--- src/design/tlne_pkg.sv ---
`timescale 1ns / 1ps
// ----------------------------------------------------------------------------
// tlne_pkg: shared types and constants
// Character codes, register indexes and the job descriptor that carries one
// classified input byte from the front end to the back end.
// ----------------------------------------------------------------------------
package tlne_pkg;

  localparam int MAX_DIGITS = 12;
  localparam int IDX_W      = $clog2(MAX_DIGITS);
  localparam int WCNT_W     = $clog2(MAX_DIGITS + 1);
  localparam int QDEPTH     = 4;
  localparam int QPTR_W     = $clog2(QDEPTH);
  localparam int CFG_IDX_W  = 3;
  localparam int CFG_DATA_W = 4;
  localparam int ESC_MAX    = 4;

  localparam logic [7:0] CH_NL     = 8'h0A;
  localparam logic [7:0] CH_TAB    = 8'h09;
  localparam logic [7:0] CH_SPACE  = 8'h20;
  localparam logic [7:0] CH_ZERO   = 8'h30;
  localparam logic [7:0] CH_DOLLAR = 8'h24;
  localparam logic [7:0] CH_CARET  = 8'h5E;
  localparam logic [7:0] CH_M      = 8'h4D;
  localparam logic [7:0] CH_DASH   = 8'h2D;
  localparam logic [7:0] CH_I      = 8'h49;
  localparam logic [7:0] CH_DEL    = 8'h7F;
  localparam logic [7:0] CTRL_FLIP = 8'h40;
  localparam logic [7:0] CTRL_TOP  = 8'h20;

  typedef enum logic [CFG_IDX_W-1:0] {
    REG_NUM_ALL      = 3'd0,
    REG_NUM_NONBLANK = 3'd1,
    REG_SQUEEZE      = 3'd2,
    REG_SHOW_ENDS    = 3'd3,
    REG_SHOW_TABS    = 3'd4,
    REG_SHOW_NONPR   = 3'd5,
    REG_NUM_WIDTH    = 3'd6
  } cfg_reg_t;

  typedef logic [MAX_DIGITS-1:0][3:0] bcd_t;

  typedef struct packed {
    logic                  do_num;   // emit a line number prefix first
    bcd_t                  bcd;      // counter value to show
    logic [IDX_W-1:0]      wtop;     // field width minus one
    logic [IDX_W-1:0]      top;      // highest nonzero digit in the field
    logic [ESC_MAX-1:0][7:0] esc;    // escaped data byte, first at [0]
    logic [1:0]            esc_last; // index of the final escape byte
  } job_t;

endpackage

--- src/design/tlne_front.sv ---
`timescale 1ns / 1ps
// ----------------------------------------------------------------------------
// tlne_front: input classification
// Holds configuration and line state, squeezes blank lines, snapshots and
// advances the BCD line counter and builds the escaped form of each byte.
// ----------------------------------------------------------------------------
module tlne_front (
  input  logic                           clk,
  input  logic                           rst,
  input  logic                           cfg_valid,
  input  logic [tlne_pkg::CFG_IDX_W-1:0]  cfg_index,
  input  logic [tlne_pkg::CFG_DATA_W-1:0] cfg_data,
  input  logic                           in_fire,
  input  logic [7:0]                     data_byte,
  input  logic                           end_of_file,
  output logic                           push,
  output tlne_pkg::job_t                 push_job
);
  import tlne_pkg::*;

  logic       number_all_lines;
  logic       number_nonblank_lines;
  logic       squeeze_blank;
  logic       show_ends;
  logic       show_tabs;
  logic       show_nonprinting;
  logic [3:0] number_width;

  logic at_line_start;
  logic blank_seen;
  bcd_t line_count;
  bcd_t line_count_next;

  logic              is_nl;
  logic              empty_line;
  logic              drop;
  logic              do_num;
  logic [WCNT_W-1:0] w_eff;
  logic [IDX_W-1:0]  wtop;
  logic [IDX_W-1:0]  top;
  logic              carry;
  logic [7:0]        c7;
  logic [7:0]        c_fin;
  logic              ctl;

  always_ff @(posedge clk) begin
    if (rst) begin
      number_all_lines      <= 1'b0;
      number_nonblank_lines <= 1'b0;
      squeeze_blank         <= 1'b0;
      show_ends             <= 1'b0;
      show_tabs             <= 1'b0;
      show_nonprinting      <= 1'b0;
      number_width          <= 4'd6;
    end else if (cfg_valid) begin
      case (cfg_index)
        REG_NUM_ALL:      number_all_lines      <= cfg_data[0];
        REG_NUM_NONBLANK: number_nonblank_lines <= cfg_data[0];
        REG_SQUEEZE:      squeeze_blank         <= cfg_data[0];
        REG_SHOW_ENDS:    show_ends             <= cfg_data[0];
        REG_SHOW_TABS:    show_tabs             <= cfg_data[0];
        REG_SHOW_NONPR:   show_nonprinting      <= cfg_data[0];
        REG_NUM_WIDTH:    number_width          <= cfg_data[3:0];
        default: ;
      endcase
    end
  end

  always_comb begin
    is_nl      = (data_byte == CH_NL);
    empty_line = is_nl && at_line_start;
    drop       = empty_line && squeeze_blank && blank_seen;
    do_num     = at_line_start &&
                 (number_nonblank_lines ? !empty_line : number_all_lines);

    if (number_width == 4'd0) begin
      w_eff = WCNT_W'(1);
    end else if (int'(number_width) > MAX_DIGITS) begin
      w_eff = WCNT_W'(MAX_DIGITS);
    end else begin
      w_eff = WCNT_W'(number_width);
    end
    wtop = IDX_W'(w_eff - 1'b1);

    // increment within the field; digits above it are cleared
    carry = 1'b1;
    top   = '0;
    for (int i = 0; i < MAX_DIGITS; i++) begin
      if (IDX_W'(i) <= wtop) begin
        if (line_count[i] != 4'd0) top = IDX_W'(i);
        if (carry) begin
          line_count_next[i] = (line_count[i] == 4'd9) ? 4'd0 : line_count[i] + 4'd1;
        end else begin
          line_count_next[i] = line_count[i];
        end
        carry = carry && (line_count[i] == 4'd9);
      end else begin
        line_count_next[i] = 4'd0;
      end
    end
  end

  // escape encoding of the data byte
  always_comb begin
    c7    = {1'b0, data_byte[6:0]};
    ctl   = (c7 < CTRL_TOP) || (c7 == CH_DEL);
    c_fin = ctl ? (c7 ^ CTRL_FLIP) : c7;

    push_job.do_num   = do_num;
    push_job.bcd      = line_count;
    push_job.wtop     = wtop;
    push_job.top      = top;
    push_job.esc      = '0;
    push_job.esc[0]   = data_byte;
    push_job.esc_last = 2'd0;
    if (is_nl) begin
      if (show_ends) begin
        push_job.esc[0]   = CH_DOLLAR;
        push_job.esc[1]   = CH_NL;
        push_job.esc_last = 2'd1;
      end
    end else if (data_byte == CH_TAB) begin
      if (show_tabs) begin
        push_job.esc[0]   = CH_CARET;
        push_job.esc[1]   = CH_I;
        push_job.esc_last = 2'd1;
      end
    end else if (show_nonprinting) begin
      case ({data_byte[7], ctl})
        2'b11: begin
          push_job.esc[0]   = CH_M;
          push_job.esc[1]   = CH_DASH;
          push_job.esc[2]   = CH_CARET;
          push_job.esc[3]   = c_fin;
          push_job.esc_last = 2'd3;
        end
        2'b10: begin
          push_job.esc[0]   = CH_M;
          push_job.esc[1]   = CH_DASH;
          push_job.esc[2]   = c_fin;
          push_job.esc_last = 2'd2;
        end
        2'b01: begin
          push_job.esc[0]   = CH_CARET;
          push_job.esc[1]   = c_fin;
          push_job.esc_last = 2'd1;
        end
        default: push_job.esc[0] = c_fin;
      endcase
    end
  end

  assign push = in_fire && !drop;

  always_ff @(posedge clk) begin
    if (rst) begin
      at_line_start <= 1'b1;
      blank_seen    <= 1'b0;
      line_count    <= bcd_t'(1);
    end else if (in_fire) begin
      if (drop) begin
        at_line_start <= 1'b1;
      end else begin
        if (do_num) line_count <= line_count_next;
        blank_seen    <= empty_line;
        at_line_start <= is_nl || end_of_file;
      end
    end
  end

endmodule

--- src/design/tlne_queue.sv ---
`timescale 1ns / 1ps
// ----------------------------------------------------------------------------
// tlne_queue: job queue
// Small first-in first-out buffer of job descriptors between the two ends.
// ----------------------------------------------------------------------------
module tlne_queue (
  input  logic           clk,
  input  logic           rst,
  input  logic           push,
  input  tlne_pkg::job_t push_job,
  output logic           full,
  input  logic           pop,
  output tlne_pkg::job_t head,
  output logic           empty
);
  import tlne_pkg::*;

  job_t              slots [QDEPTH];
  logic [QPTR_W-1:0] wptr;
  logic [QPTR_W-1:0] rptr;
  logic [QPTR_W:0]   count;

  assign full  = (count == (QPTR_W+1)'(QDEPTH));
  assign empty = (count == '0);
  assign head  = slots[rptr];

  always_ff @(posedge clk) begin
    if (push) slots[wptr] <= push_job;
  end

  always_ff @(posedge clk) begin
    if (rst) begin
      wptr  <= '0;
      rptr  <= '0;
      count <= '0;
    end else begin
      if (push) wptr <= wptr + 1'b1;
      if (pop)  rptr <= rptr + 1'b1;
      case ({push, pop})
        2'b10:   count <= count + 1'b1;
        2'b01:   count <= count - 1'b1;
        default: ;
      endcase
    end
  end

endmodule

--- src/design/tlne_back.sv ---
`timescale 1ns / 1ps
// ----------------------------------------------------------------------------
// tlne_back: output sequencer
// Walks one job a byte per cycle while out_ready allows: number digits, two
// spaces, escape bytes, into a registered output stage.
// ----------------------------------------------------------------------------
module tlne_back (
  input  logic           clk,
  input  logic           rst,
  input  tlne_pkg::job_t head,
  input  logic           empty,
  output logic           pop,
  output logic           out_valid,
  input  logic           out_ready,
  output logic [7:0]     out_byte,
  output logic           last_of_run
);
  import tlne_pkg::*;

  typedef enum logic [3:0] {
    PH_DIGIT  = 4'b0001,
    PH_SPACE1 = 4'b0010,
    PH_SPACE2 = 4'b0100,
    PH_ESC    = 4'b1000
  } phase_t;

  phase_t           phase;
  phase_t           phase_next;
  phase_t           cur_phase;
  logic             mid;
  logic [IDX_W-1:0] idx;
  logic [IDX_W-1:0] idx_next;
  logic [IDX_W-1:0] cur_idx;
  logic             load;
  logic [7:0]       byte_val;
  logic             is_last;
  logic [3:0]       dig;
  logic [3:0]       dig_mod;

  assign load = !empty && (!out_valid || out_ready);

  always_comb begin
    if (mid) begin
      cur_phase = phase;
      cur_idx   = idx;
    end else if (head.do_num) begin
      cur_phase = PH_DIGIT;
      cur_idx   = head.wtop;
    end else begin
      cur_phase = PH_ESC;
      cur_idx   = '0;
    end

    dig      = head.bcd[cur_idx];
    dig_mod  = (dig > 4'd9) ? dig - 4'd10 : dig;
    byte_val = CH_SPACE;
    is_last  = 1'b0;
    phase_next = cur_phase;
    idx_next   = cur_idx;

    unique case (cur_phase)
      PH_DIGIT: begin
        if (cur_idx <= head.top) byte_val = CH_ZERO + {4'd0, dig_mod};
        if (cur_idx == '0) phase_next = PH_SPACE1;
        else idx_next = cur_idx - 1'b1;
      end
      PH_SPACE1: phase_next = PH_SPACE2;
      PH_SPACE2: begin
        phase_next = PH_ESC;
        idx_next   = '0;
      end
      PH_ESC: begin
        byte_val = head.esc[cur_idx[1:0]];
        is_last  = (cur_idx[1:0] == head.esc_last);
        idx_next = cur_idx + 1'b1;
      end
      default: ;
    endcase
  end

  assign pop = load && is_last;

  always_ff @(posedge clk) begin
    if (rst) begin
      mid       <= 1'b0;
      phase     <= PH_ESC;
      idx       <= '0;
      out_valid <= 1'b0;
    end else begin
      if (load) begin
        mid       <= !is_last;
        phase     <= phase_next;
        idx       <= idx_next;
        out_valid <= 1'b1;
      end else if (out_ready) begin
        out_valid <= 1'b0;
      end
    end
  end

  always_ff @(posedge clk) begin
    if (load) begin
      out_byte    <= byte_val;
      last_of_run <= is_last;
    end
  end

endmodule

--- src/design/text_line_number_and_escape.sv ---
`timescale 1ns / 1ps
// ----------------------------------------------------------------------------
// text_line_number_and_escape: line numbering and escape filter
// Squeezes blank lines, prefixes line numbers and shows ends, tabs and
// non-printing bytes in caret and M- notation.
// ----------------------------------------------------------------------------
// Each input byte becomes 0 to 18 output bytes, one output transfer per
// cycle while out_ready allows: the data byte itself gives 1 to 4 (newline
// with '$', "^I", "M-^X"), and a numbered line start adds number_width
// digits (clamped to 1 to 12) plus two spaces. A squeezed blank line gives
// no output and queues no job. The input side takes a transfer in every
// cycle while the four-entry job queue has room, so the sustained input
// rate is set by the output sequencer. The front end classifies each byte,
// advances the BCD line counter and queues a job; the back end spells out
// the job byte by byte into a registered output, so both sides stall
// independently. last_of_run marks the final output byte of each input.
// Configuration writes are taken in any cycle (cfg_ready is always high);
// an index beyond the register list is ignored. Write them only while idle.
// ----------------------------------------------------------------------------
module text_line_number_and_escape (
  input  logic                            clk,
  input  logic                            rst,
  input  logic                            cfg_valid,
  output logic                            cfg_ready,
  input  logic [tlne_pkg::CFG_IDX_W-1:0]  cfg_index,
  input  logic [tlne_pkg::CFG_DATA_W-1:0] cfg_data,
  input  logic                            in_valid,
  output logic                            in_ready,
  input  logic [7:0]                      data_byte,
  input  logic                            end_of_file,
  output logic                            out_valid,
  input  logic                            out_ready,
  output logic [7:0]                      out_byte,
  output logic                            last_of_run
);
  import tlne_pkg::*;

  logic in_fire;
  logic push;
  logic pop;
  logic full;
  logic empty;
  job_t push_job;
  job_t head;

  assign cfg_ready = 1'b1;
  // a squeezed byte pushes nothing, but the gate stays simple
  assign in_ready  = !full;
  assign in_fire   = in_valid && in_ready;

  tlne_front u_front (
    .clk         (clk),
    .rst         (rst),
    .cfg_valid   (cfg_valid),
    .cfg_index   (cfg_index),
    .cfg_data    (cfg_data),
    .in_fire     (in_fire),
    .data_byte   (data_byte),
    .end_of_file (end_of_file),
    .push        (push),
    .push_job    (push_job)
  );

  tlne_queue u_queue (
    .clk      (clk),
    .rst      (rst),
    .push     (push),
    .push_job (push_job),
    .full     (full),
    .pop      (pop),
    .head     (head),
    .empty    (empty)
  );

  tlne_back u_back (
    .clk         (clk),
    .rst         (rst),
    .head        (head),
    .empty       (empty),
    .pop         (pop),
    .out_valid   (out_valid),
    .out_ready   (out_ready),
    .out_byte    (out_byte),
    .last_of_run (last_of_run)
  );

endmodule
--- config.mk ---
export PLATFORM = sky130hd
export DESIGN_NAME = text_line_number_and_escape
export DESIGN_NICKNAME = d
export VERILOG_FILES = /design/src/design/tlne_pkg.sv /design/src/design/tlne_front.sv /design/src/design/tlne_queue.sv /design/src/design/tlne_back.sv /design/src/design/text_line_number_and_escape.sv
export SDC_FILE = /design/constraint.sdc
export NUM_CORES = 1
export LEC_CHECK = 0
export ABC_AREA = 1
export BUFFER_PORTS_ARGS = -buffer_cell sky130_fd_sc_hd__clkbuf_2
export CORE_MARGIN = 2
export CORE_UTILIZATION = 51
export DETAILED_ROUTE_END_ITERATION = 6
export PLACE_DENSITY = 0.68
export SYNTH_ARGS = -nofsm -noshare
export SYNTH_HDL_FRONTEND = slang
export SYNTH_SLANG_ARGS = --single-unit
--- constraint.sdc ---
create_clock -name clk -period 15.5 [get_ports clk]
set_input_delay 3.1 -clock clk [delete_from_list [all_inputs] [get_ports clk]]
set_output_delay 3.1 -clock clk [all_outputs]
set_load 0.03 [all_outputs]
==> results of run 1 <==
-- critical path, stage by stage --
cell	delay (ns)
clkbuf_2	0.09
inv_1	0.09
nand2_1	0.11
nor3_2	0.05
nand2_2	0.16
nor2_1	0.08
nand3_1	0.08
nand2_2	0.21
nor2_4	0.20
buf_4	0.58
buf_4	0.69
-- stage by stage --
stage                     setup slack, ns  hold WS [ns]  instance area, µm²
final                               10.21         0.464               21700
after global placement               9.69         0.442               20300
after floorplan                      7.63         0.436               19700
after detailed placement             9.63         0.454               20300
after CTS                           10.21         0.463               21700
after global routing                10.02         0.495               21700
-- final timing paths --
kind | endpoint | slack, ns | depth (start not counted)
worst max-delay path | u_queue.slots[2][83] | 10.21 | 11
worst min-delay path | flop | 0.46 | 2
worst min register to register | flop | 0.46 | 2
worst max register to register | u_back.out_byte[2] | 10.33 | 17
-- power by group through the flow --
stage	sequential [mW]	clock, mW	combinational, mW
after global placement	1.41	0	0.579
after CTS	1.39	1.09	0.596
final	1.39	1.08	0.598
after global routing	1.39	1.14	0.659
after floorplan	1.43	0	0.399
after detailed placement	1.41	0	0.593
-- registers in the layout, indices dropped and copies added, names as in the netlist, 3 cells and up, named ones only --
signal,cells
u_queue.slots,352
u_front.push_job,48
u_back.out_byte,8
u_back.idx,4
u_back.phase,4
u_front.number_width,4
u_queue.count,3
-- cell usage after synthesis (5+ instances only) --
| master | count | area share [%] |
|---|---|---|
| a211oi_1 | 11 | 0.42 |
| inv_2 | 12 | 0.23 |
| nand2_1 | 327 | 6.2 |
| nor3_1 | 25 | 0.63 |
| a22oi_1 | 8 | 0.30 |
| buf_2 | 35 | 0.89 |
| o21ai_1 | 12 | 0.30 |
| a221oi_1 | 7 | 0.31 |
| a21oi_1 | 111 | 2.8 |
| o22ai_1 | 31 | 0.98 |
| nor2_1 | 180 | 3.4 |
| a32o_1 | 20 | 1.0 |
| dfxtp_1 | 79 | 8.0 |
| nor2_2 | 5 | 0.16 |
| nand3_1 | 148 | 3.8 |
| ha_1 | 44 | 2.8 |
| o211ai_1 | 13 | 0.49 |
| edfxtp_1 | 361 | 55 |
| a31oi_1 | 9 | 0.29 |
| nand3b_1 | 11 | 0.42 |
| o21ai_2 | 9 | 0.40 |
| nor3b_1 | 14 | 0.53 |
| o21ai_0 | 142 | 3.6 |
| clkbuf_1 | 21 | 0.40 |
| nand2_2 | 20 | 0.63 |
| inv_1 | 159 | 3.0 |
| buf_4 | 22 | 0.84 |
-- routing by layer --
| metal | vias to the layer above | global-route usage [%] | routed length [µm] |
|---|---|---|---|
| met5 | - | 0 | 0 |
| met4 | 0 | 7.01 | 1100 |
| met3 | 91 | 2.76 | 2680 |
| met2 | 494 | 39.5 | 22900 |
| met1 | 6884 | 31.8 | 20400 |
| li1 | 6642 | - | - |
-- kinds of logic (layout without fill, tap and decap cells) --
family / Yosys count / after routing
xor+xnor: 6 / 6
fa+ha+maj: 45 / 45
flops: 440 / 440
other cells: 1 / 1
simple gates: 750 / 750
compound gates: 386 / 386
buf+inv: 254 / 306
-- cell type report --
type                            count  area [µm²]
Clock buffer                       58        1210
Clock inverter                     25         268
Fill cell                        3292       16600
Inverter                          171         646
Multi-Input combinational cell   1188        6240
Sequential cell                   440       12400
Tap cell                          518         648
Timing Repair Buffer               52         313
==> flow_summary_export.csv, run 1 <==
group,metric,value,unit
outcome,outcome,"complete, no violations",
synthesis,syn_inst,1882,
synthesis,ys_warn_count,0,
global_route,grt_max_degree,83,
clocking,numCtsBuffers,46,
synthesis,synth-simple-area-share,16.7,%
synthesis,synthAdderAreaFrac,2.89,%
timing,rsz0062_at_grt,"false",
timing,finClkSkew,0.0159,ns
worst_setup_path,crit_fanout,44,
synthesis,ys.flop_type,"edfxtp_1",
power_and_ir_drop,sw_frac_of_total,29.8,%
floorplan,die-width,201,µm
timing,fmax,189,MHz
worst_setup_path,required,15.68,ns
detailed_routing,first_pass_iters,6,
clocking,cts_root_buf,"clkbuf_16",
timing,slew_violations,0,
clocking,clockBufferDepth,3,
worst_setup_path,endpoint_kind,"flop",
synthesis,yosysSeqAreaShare,63.0,%
floorplan,boundaryPins,33,
place,gp_congestion,0.921,
synthesis,async_flop_share,0,%
synthesis,synth_edf_count,361,
clocking,htreeDepth,2,
clocking,cts_tree,"done",
synthesis,syn_area,19700,µm²
worst_setup_path,crit_type,"primary input to flop",
power_and_ir_drop,p_int,2.15,mW
detailed_routing,routedWlPerCell,19.2,µm
detailed_routing,drc,0,
global_route,overflow,0,
synthesis,synth-xor-area-share,0.267,%
place,place_inst,2369,
detailed_routing,viasPerCell,5.75,
power_and_ir_drop,p_leak,8.12,nW
floorplan,die_h,201,µm
final_layout,most-common-layout-cells,"361 x edfxtp_1, 327 x nand2_1, 176 x nor2_1, 159 x inv_1, 148 x nand3_1",
worst_hold_path,hold_path.class,"flop to flop",
final_layout,layout-area-overhead-vs-synth,10.3,%
worst_hold_path,worstHoldStart,"u_queue.rptr[1]",
clocking,post_cts_buffers,0,
clocking,ctsResizeCount,0,
power_and_ir_drop,p_total,3.07,mW
place,dpl.hpwl,28600,µm
synthesis,postSynthAreaPerCell,10.5,µm²
power_and_ir_drop,vdd_drop_max,0.0000825,V
place,port_buffers,31,
synthesis,yosys.cell_types.count,51,
clocking,clk-insertion-delay-late,0.55,ns
power_and_ir_drop,combPwrFrac,19.5,%
timing,finalCriticalPeriod,5.29,ns
synthesis,ys_ff_latch,440,
timing,finalHoldViolCount,0,
worst_setup_path,start_kind,"primary input",
floorplan,start_util,51.4,%
power_and_ir_drop,pwr-share-clk,35.3,%
timing,min_period_over_period,34.1,%
synthesis,syn-num-nets,1948,
power_and_ir_drop,power.density,141,nW/µm²
final_layout,fin_util,56.7,%
clocking,ctsHoldBuffers,0,
final_layout,drive_gt1_share,9.51,%
detailed_routing,wl,47100,µm
floorplan,die_area,40300,µm²
final_layout,fin_nets,1965,
timing,setup_tns,0,ns
final_layout,final_common_cell,"edfxtp_1",
timing,worst_slew_pin_slew,0.858,ns
synthesis,synth_compound_area_share,11.5,%
power_and_ir_drop,p_seq_share,45.3,%
worst_setup_path,cp-startpoint,"data_byte[2]",
global_route,track_usage,23.3,%
synthesis,synth.area.mux_share,0,%
floorplan,num_rows,72,
final_layout,diodes,0,
detailed_routing,antenna_left,0,
global_route,antenna_found_initial,0,
global_route,grt_pass1_vias,13600,
detailed_routing,drt_iter0_markers,1536,
detailed_routing,vias,14100,
clocking,path_clk_slew,0.06,ns
clocking,clock_sinks,440,
global_route,grt_pass1_wl,73900,µm
floorplan,core,38400,µm²
timing,setup_viol_count_final,0,
worst_setup_path,crit_arrival,5.47,ns
power_and_ir_drop,p_switching,0.915,mW
final_layout,stdcell_count,2452,
timing,relSlewSlack,42.8,%
synthesis,synth_top_family_by_area,"simple AND/OR/NAND/NOR gates",
flow_run,maxCapViolations,0,
(Power assumes the default switching activity.)
==> run 2, diff against run 1 <==
==> constraint.sdc (replaced) <==
create_clock -name clk -period 4.95 [get_ports clk]
set_input_delay 0.99 -clock clk [delete_from_list [all_inputs] [get_ports clk]]
set_output_delay 0.99 -clock clk [all_outputs]
set_load 0.03 [all_outputs]
==> flow_summary_export.csv, run 2 (same netlist as run 1, synthesis figures left out) <==
group,metric,value,unit
clocking,cts_root_buf,"clkbuf_16",
detailed_routing,routedWlPerCell,19.3,µm
final_layout,stdcell_count,2452,
power_and_ir_drop,vdd_drop_max,0.000314,V
final_layout,stdcell_area,21900,µm²
flow_run,maxCapViolations,0,
global_route,antenna_found_initial,1,
power_and_ir_drop,p_leak,8.19,nW
worst_setup_path,r2r_slack,1.20,ns
detailed_routing,viasPerCell,5.74,
place,place_inst,2372,
detailed_routing,first_pass_iters,5,
place,gp_congestion,0.936,
global_route,track_usage,23.7,%
floorplan,die_h,201,µm
place,port_buffers,31,
floorplan,core,38400,µm²
timing,fmax,266,MHz
timing,holdWs,0.467,ns
timing,slew_violations,0,
worst_setup_path,crit_arrival,4.05,ns
worst_setup_path,r2r_end,"u_back.out_byte[2]",
timing,worst_slew_pin_slew,1.05,ns
final_layout,final_common_cell,"edfxtp_1",
worst_setup_path,start_kind,"flop",
global_route,met3_usage,3.98,%
clocking,clock_sinks,440,
timing,relSlewSlack,30.0,%
clocking,post_cts_buffers,0,
clocking,ctsResizeCount,0,
detailed_routing,antenna_left,0,
place,dpl-instance-area,20400,µm²
floorplan,start_util,51.4,%
clocking,cts_tree,"done",
worst_setup_path,endpoint_kind,"flop",
final_layout,diodes,0,
worst_setup_path,reg2reg_depth,14,
floorplan,die-width,201,µm
global_route,grt_pass1_wl,74900,µm
floorplan,die_area,40300,µm²
timing,setup_viol_count_final,0,
clocking,ctsHoldBuffers,0,
floorplan,num_rows,72,
global_route,busiest_layer,"met2",
final_layout,layout-area-overhead-vs-synth,11.1,%
power_and_ir_drop,power.density,443,nW/µm²
timing,finalHoldViolCount,0,
timing,setup_tns,0,ns
final_layout,largest_register_ffs,352,
clocking,numCtsBuffers,44,
worst_setup_path,required,5.24,ns
floorplan,boundaryPins,33,
place,dpl.hpwl,30000,µm
global_route,grt_pass1_vias,13700,
global_route,overflow,0,
outcome,outcome,"complete, no violations",
global_route,grt_max_degree,99,
clocking,htreeDepth,2,
final_layout,regMostFlops,"u_queue.slots",
worst_hold_path,hold_path.class,"flop to flop",
worst_hold_path,worstHoldStart,"u_back.idx[2]",
clocking,clk-insertion-delay-late,0.54,ns
timing,min_period_over_period,75.8,%
power_and_ir_drop,p_total,9.71,mW
worst_setup_path,crit_type,"flop to flop",
worst_hold_path,min_to,"u_back.idx[2]",
detailed_routing,wl,47400,µm
worst_hold_path,min_path_cells,2,
final_layout,drive_gt1_share,10.0,%
worst_setup_path,crit_fanout,98,
timing,finClkSkew,0.0123,ns
clocking,path_clk_slew,0.06,ns
detailed_routing,drc,0,
timing,finalCriticalPeriod,3.75,ns
detailed_routing,drt_iter0_markers,1459,
timing,rsz0062_at_grt,"false",
final_layout,fin_nets,1966,
final_layout,most-common-layout-cells,"361 x edfxtp_1, 327 x nand2_1, 176 x nor2_1, 159 x inv_1, 148 x nand3_1",
detailed_routing,vias,14100,
clocking,clockBufferDepth,3,
global_route,grtUsageMet1,32.2,%
global_route,met2_usage,39.3,%
## run 2: worst max-delay path by stage
| stage | start | depth (start not counted) | end | slack [ns] |
|---|---|---|---|---|
| after floorplan | data_byte[7] | 7 | u_queue.slots[0][0] | -0.81 |
| after global placement | flop | 14 | u_back.out_byte[2] | 1.33 |
| after detailed placement | flop | 14 | u_back.out_byte[2] | 1.23 |
| after CTS | flop | 14 | u_back.out_byte[2] | 1.25 |
| after global routing | flop | 18 | u_queue.count[2] | 0.82 |
| final | flop | 14 | u_back.out_byte[2] | 1.20 |
## run 2: power by group
| part | total, mW | switching, mW | internal [mW] |
|---|---|---|---|
| clock network | 3.50 | 1.38 | 2.12 |
| registers | 4.37 | 0.116 | 4.26 |
| logic | 1.84 | 1.32 | 0.517 |
## run 2: layout make-up
| type | count | area (µm²) |
|---|---|---|
| Clock buffer | 56 | 1230 |
| Multi-Input combinational cell | 1188 | 6240 |
| Timing Repair Buffer | 55 | 410 |
| Clock inverter | 24 | 308 |
| Inverter | 171 | 646 |
| Fill cell | 3220 | 16500 |
| Tap cell | 518 | 648 |
| Sequential cell | 440 | 12400 |
## run 2: worst max-delay path, stage by stage, from the launching register on
cell	delay, ns
dfxtp_4	0.65
buf_4	0.85
o21ai_0	0.21
o22ai_1	0.20
nand2_1	0.08
o21ai_2	0.22
inv_2	0.22
nand3_1	0.16
nand3_1	0.11
nand2_1	0.15
inv_1	0.06
ha_1	0.27
a21oi_1	0.07
o21ai_1	0.08
nand2_1	0.07
## run 2: metal layers
layer	share of wire, %	routed length [µm]	vias to the layer above
met2	48	22700	485
met1	42	20000	6846
met4	2.4	1150	2
met3	7.6	3600	98
li1	-	-	6637
met5	0.015	7	-
## run 2: per-stage QoR
stage,util [%],setup slack [ns]
finish,57.1,1.20
global route,57.1,0.822
CTS,57.1,1.25
detailed placement,53.1,1.23
global placement,53.1,1.33
floorplan,-,-0.812
==> run 3, diff against run 2 <==
==> constraint.sdc (replaced) <==
create_clock -name clk -period 3.8 [get_ports clk]
set_input_delay 0.76 -clock clk [delete_from_list [all_inputs] [get_ports clk]]
set_output_delay 0.76 -clock clk [all_outputs]
set_load 0.03 [all_outputs]
==> flow_summary_export.csv, run 3 (same netlist as run 1, synthesis figures left out) <==
group,metric,value,unit
outcome,outcome,"complete, no violations",
clocking,cts_tree,"done",
final_layout,diodes,0,
floorplan,die-width,201,µm
detailed_routing,routedWlPerCell,19.3,µm
timing,holdWs,0.434,ns
final_layout,drive_gt1_share,10.3,%
worst_setup_path,endpoint_kind,"flop",
timing,slew_violations,0,
final_layout,largest_register_ffs,352,
clocking,ctsHoldBuffers,0,
worst_setup_path,crit_arrival,3.58,ns
power_and_ir_drop,p_leak,8.24,nW
power_and_ir_drop,combPwrFrac,19.5,%
final_layout,stdcell_area,22000,µm²
worst_hold_path,hold_path.class,"primary input to flop",
final_layout,fin_nets,1975,
global_route,grt_pass1_wl,74900,µm
clocking,clock_sinks,440,
floorplan,die_h,201,µm
worst_setup_path,crit_fanout,78,
final_layout,most-common-layout-cells,"361 x edfxtp_1, 327 x nand2_1, 176 x nor2_1, 159 x inv_1, 148 x nand3_1",
clocking,numCtsBuffers,45,
timing,fmax,306,MHz
clocking,clockBufferDepth,3,
clocking,clk-insertion-delay-late,0.58,ns
place,port_buffers,31,
place,dpl.hpwl,29200,µm
timing,worst_slew_pin_slew,0.836,ns
clocking,path_clk_slew,0.06,ns
timing,finClkSkew,0.0249,ns
clocking,post_cts_buffers,0,
detailed_routing,wl,47500,µm
global_route,overflow,0,
floorplan,num_rows,72,
detailed_routing,drt_iter0_markers,1440,
power_and_ir_drop,pwr-share-clk,36.0,%
detailed_routing,drc,0,
global_route,grt_pass1_vias,13600,
global_route,track_usage,23.7,%
timing,finalHoldViolCount,0,
detailed_routing,antenna_left,0,
floorplan,core,38400,µm²
final_layout,final_common_cell,"edfxtp_1",
worst_setup_path,required,4.12,ns
power_and_ir_drop,p_seq_share,44.5,%
global_route,antenna_found_initial,0,
worst_setup_path,start_kind,"flop",
clocking,htreeDepth,2,
place,gp_congestion,0.896,
detailed_routing,viasPerCell,5.73,
power_and_ir_drop,power.density,579,nW/µm²
timing,finalCriticalPeriod,3.27,ns
timing,rsz0062_at_grt,"false",
power_and_ir_drop,p_int,8.98,mW
timing,setup_viol_count_final,0,
worst_setup_path,crit_type,"flop to flop",
clocking,ctsResizeCount,0,
flow_run,maxCapViolations,0,
detailed_routing,vias,14100,
global_route,grt_max_degree,117,
floorplan,start_util,51.4,%
place,dpl-instance-area,20500,µm²
clocking,cts_root_buf,"clkbuf_16",
timing,relSlewSlack,44.3,%
timing,min_period_over_period,85.9,%
power_and_ir_drop,p_switching,3.75,mW
detailed_routing,first_pass_iters,5,
power_and_ir_drop,vdd_drop_max,0.000385,V
final_layout,regMostFlops,"u_queue.slots",
floorplan,die_area,40300,µm²
floorplan,boundaryPins,33,
power_and_ir_drop,sw_frac_of_total,29.5,%
final_layout,layout-area-overhead-vs-synth,11.5,%
-- run 3: cell types whose count changed in the layout (fill, tap and decap cells not counted) --
cell	change
buf_4	+6
clkinv_1	+5
clkbuf_8	-4
buf_12	+2
inv_6	+2
clkbuf_1	-1
clkbuf_16	+1
clkinv_4	+1
inv_8	-1
-- run 3: cell type report --
cell class / count / area (µm²)
fillers: 3213 / 16400
flip-flops and latches: 440 / 12400
multi-input cells: 1188 / 6240
clock buffers: 52 / 1190
well taps: 518 / 648
inverters: 171 / 646
repair buffers: 63 / 495
clock inverters: 31 / 342
-- run 3: final timing paths --
path / start / endpoint / slack (ns) / depth (start not counted)
worst max-delay path: flop / u_back.out_byte[2] / 0.53 / 14
worst min register to register: u_back.idx[3] / u_back.idx[3] / 0.47 / 2
worst max register to register: flop / u_back.out_byte[2] / 0.53 / 14
worst min-delay path: cfg_data[1] / u_front.number_width[1] / 0.43 / 3
-- run 3: metal layers --
layer,track usage [%],vias to the layer above,routed length [µm],part of all wire [%]
li1,-,6664,-,-
met1,33.4,6856,20600,43
met2,38.2,507,22300,47
met3,3.12,76,3370,7.1
met4,8.02,0,1120,2.4
met5,0,-,0,0
-- run 3: power groups by stage --
stage	logic, mW	clock network [mW]	registers [mW]
2_1_floorplan	1.63	0	5.83
3_3_place_gp	2.42	0	5.75
3_5_place_dp	2.46	0	5.76
4_1_cts	2.48	4.64	5.66
5_1_grt	2.74	4.82	5.68
6_report	2.48	4.58	5.66
-- run 3: per-stage QoR --
| step | util (%) | total power [mW] | setup WS, ns | TNS, ns | instances |
|---|---|---|---|---|---|
| finish | 57.3 | 12.7 | 0.535 | 0 | 2463 |
| global route | 57.3 | 13.2 | 0.295 | 0 | 2463 |
| CTS | 57.3 | 12.8 | 0.586 | 0 | 2463 |
| detailed placement | 53.3 | 8.23 | 0.571 | 0 | 2380 |
| global placement | 53.3 | 8.17 | 0.630 | 0 | 2380 |
| floorplan | - | 7.46 | -0.272 | -95.60 | 1882 |
-- run 3: worst max-delay path, cell delays in order, from the launching register on --
cell      delay, ns
dfxtp_4        0.37
inv_4          0.32
buf_4          0.72
o21ai_0        0.17
o22ai_1        0.23
nand3b_1       0.14
nand3_1        0.10
nand3_1        0.12
nand3_1        0.11
nand2_1        0.14
inv_1          0.07
ha_1           0.27
a21oi_1        0.06
o21ai_1        0.07
nand2_1        0.06
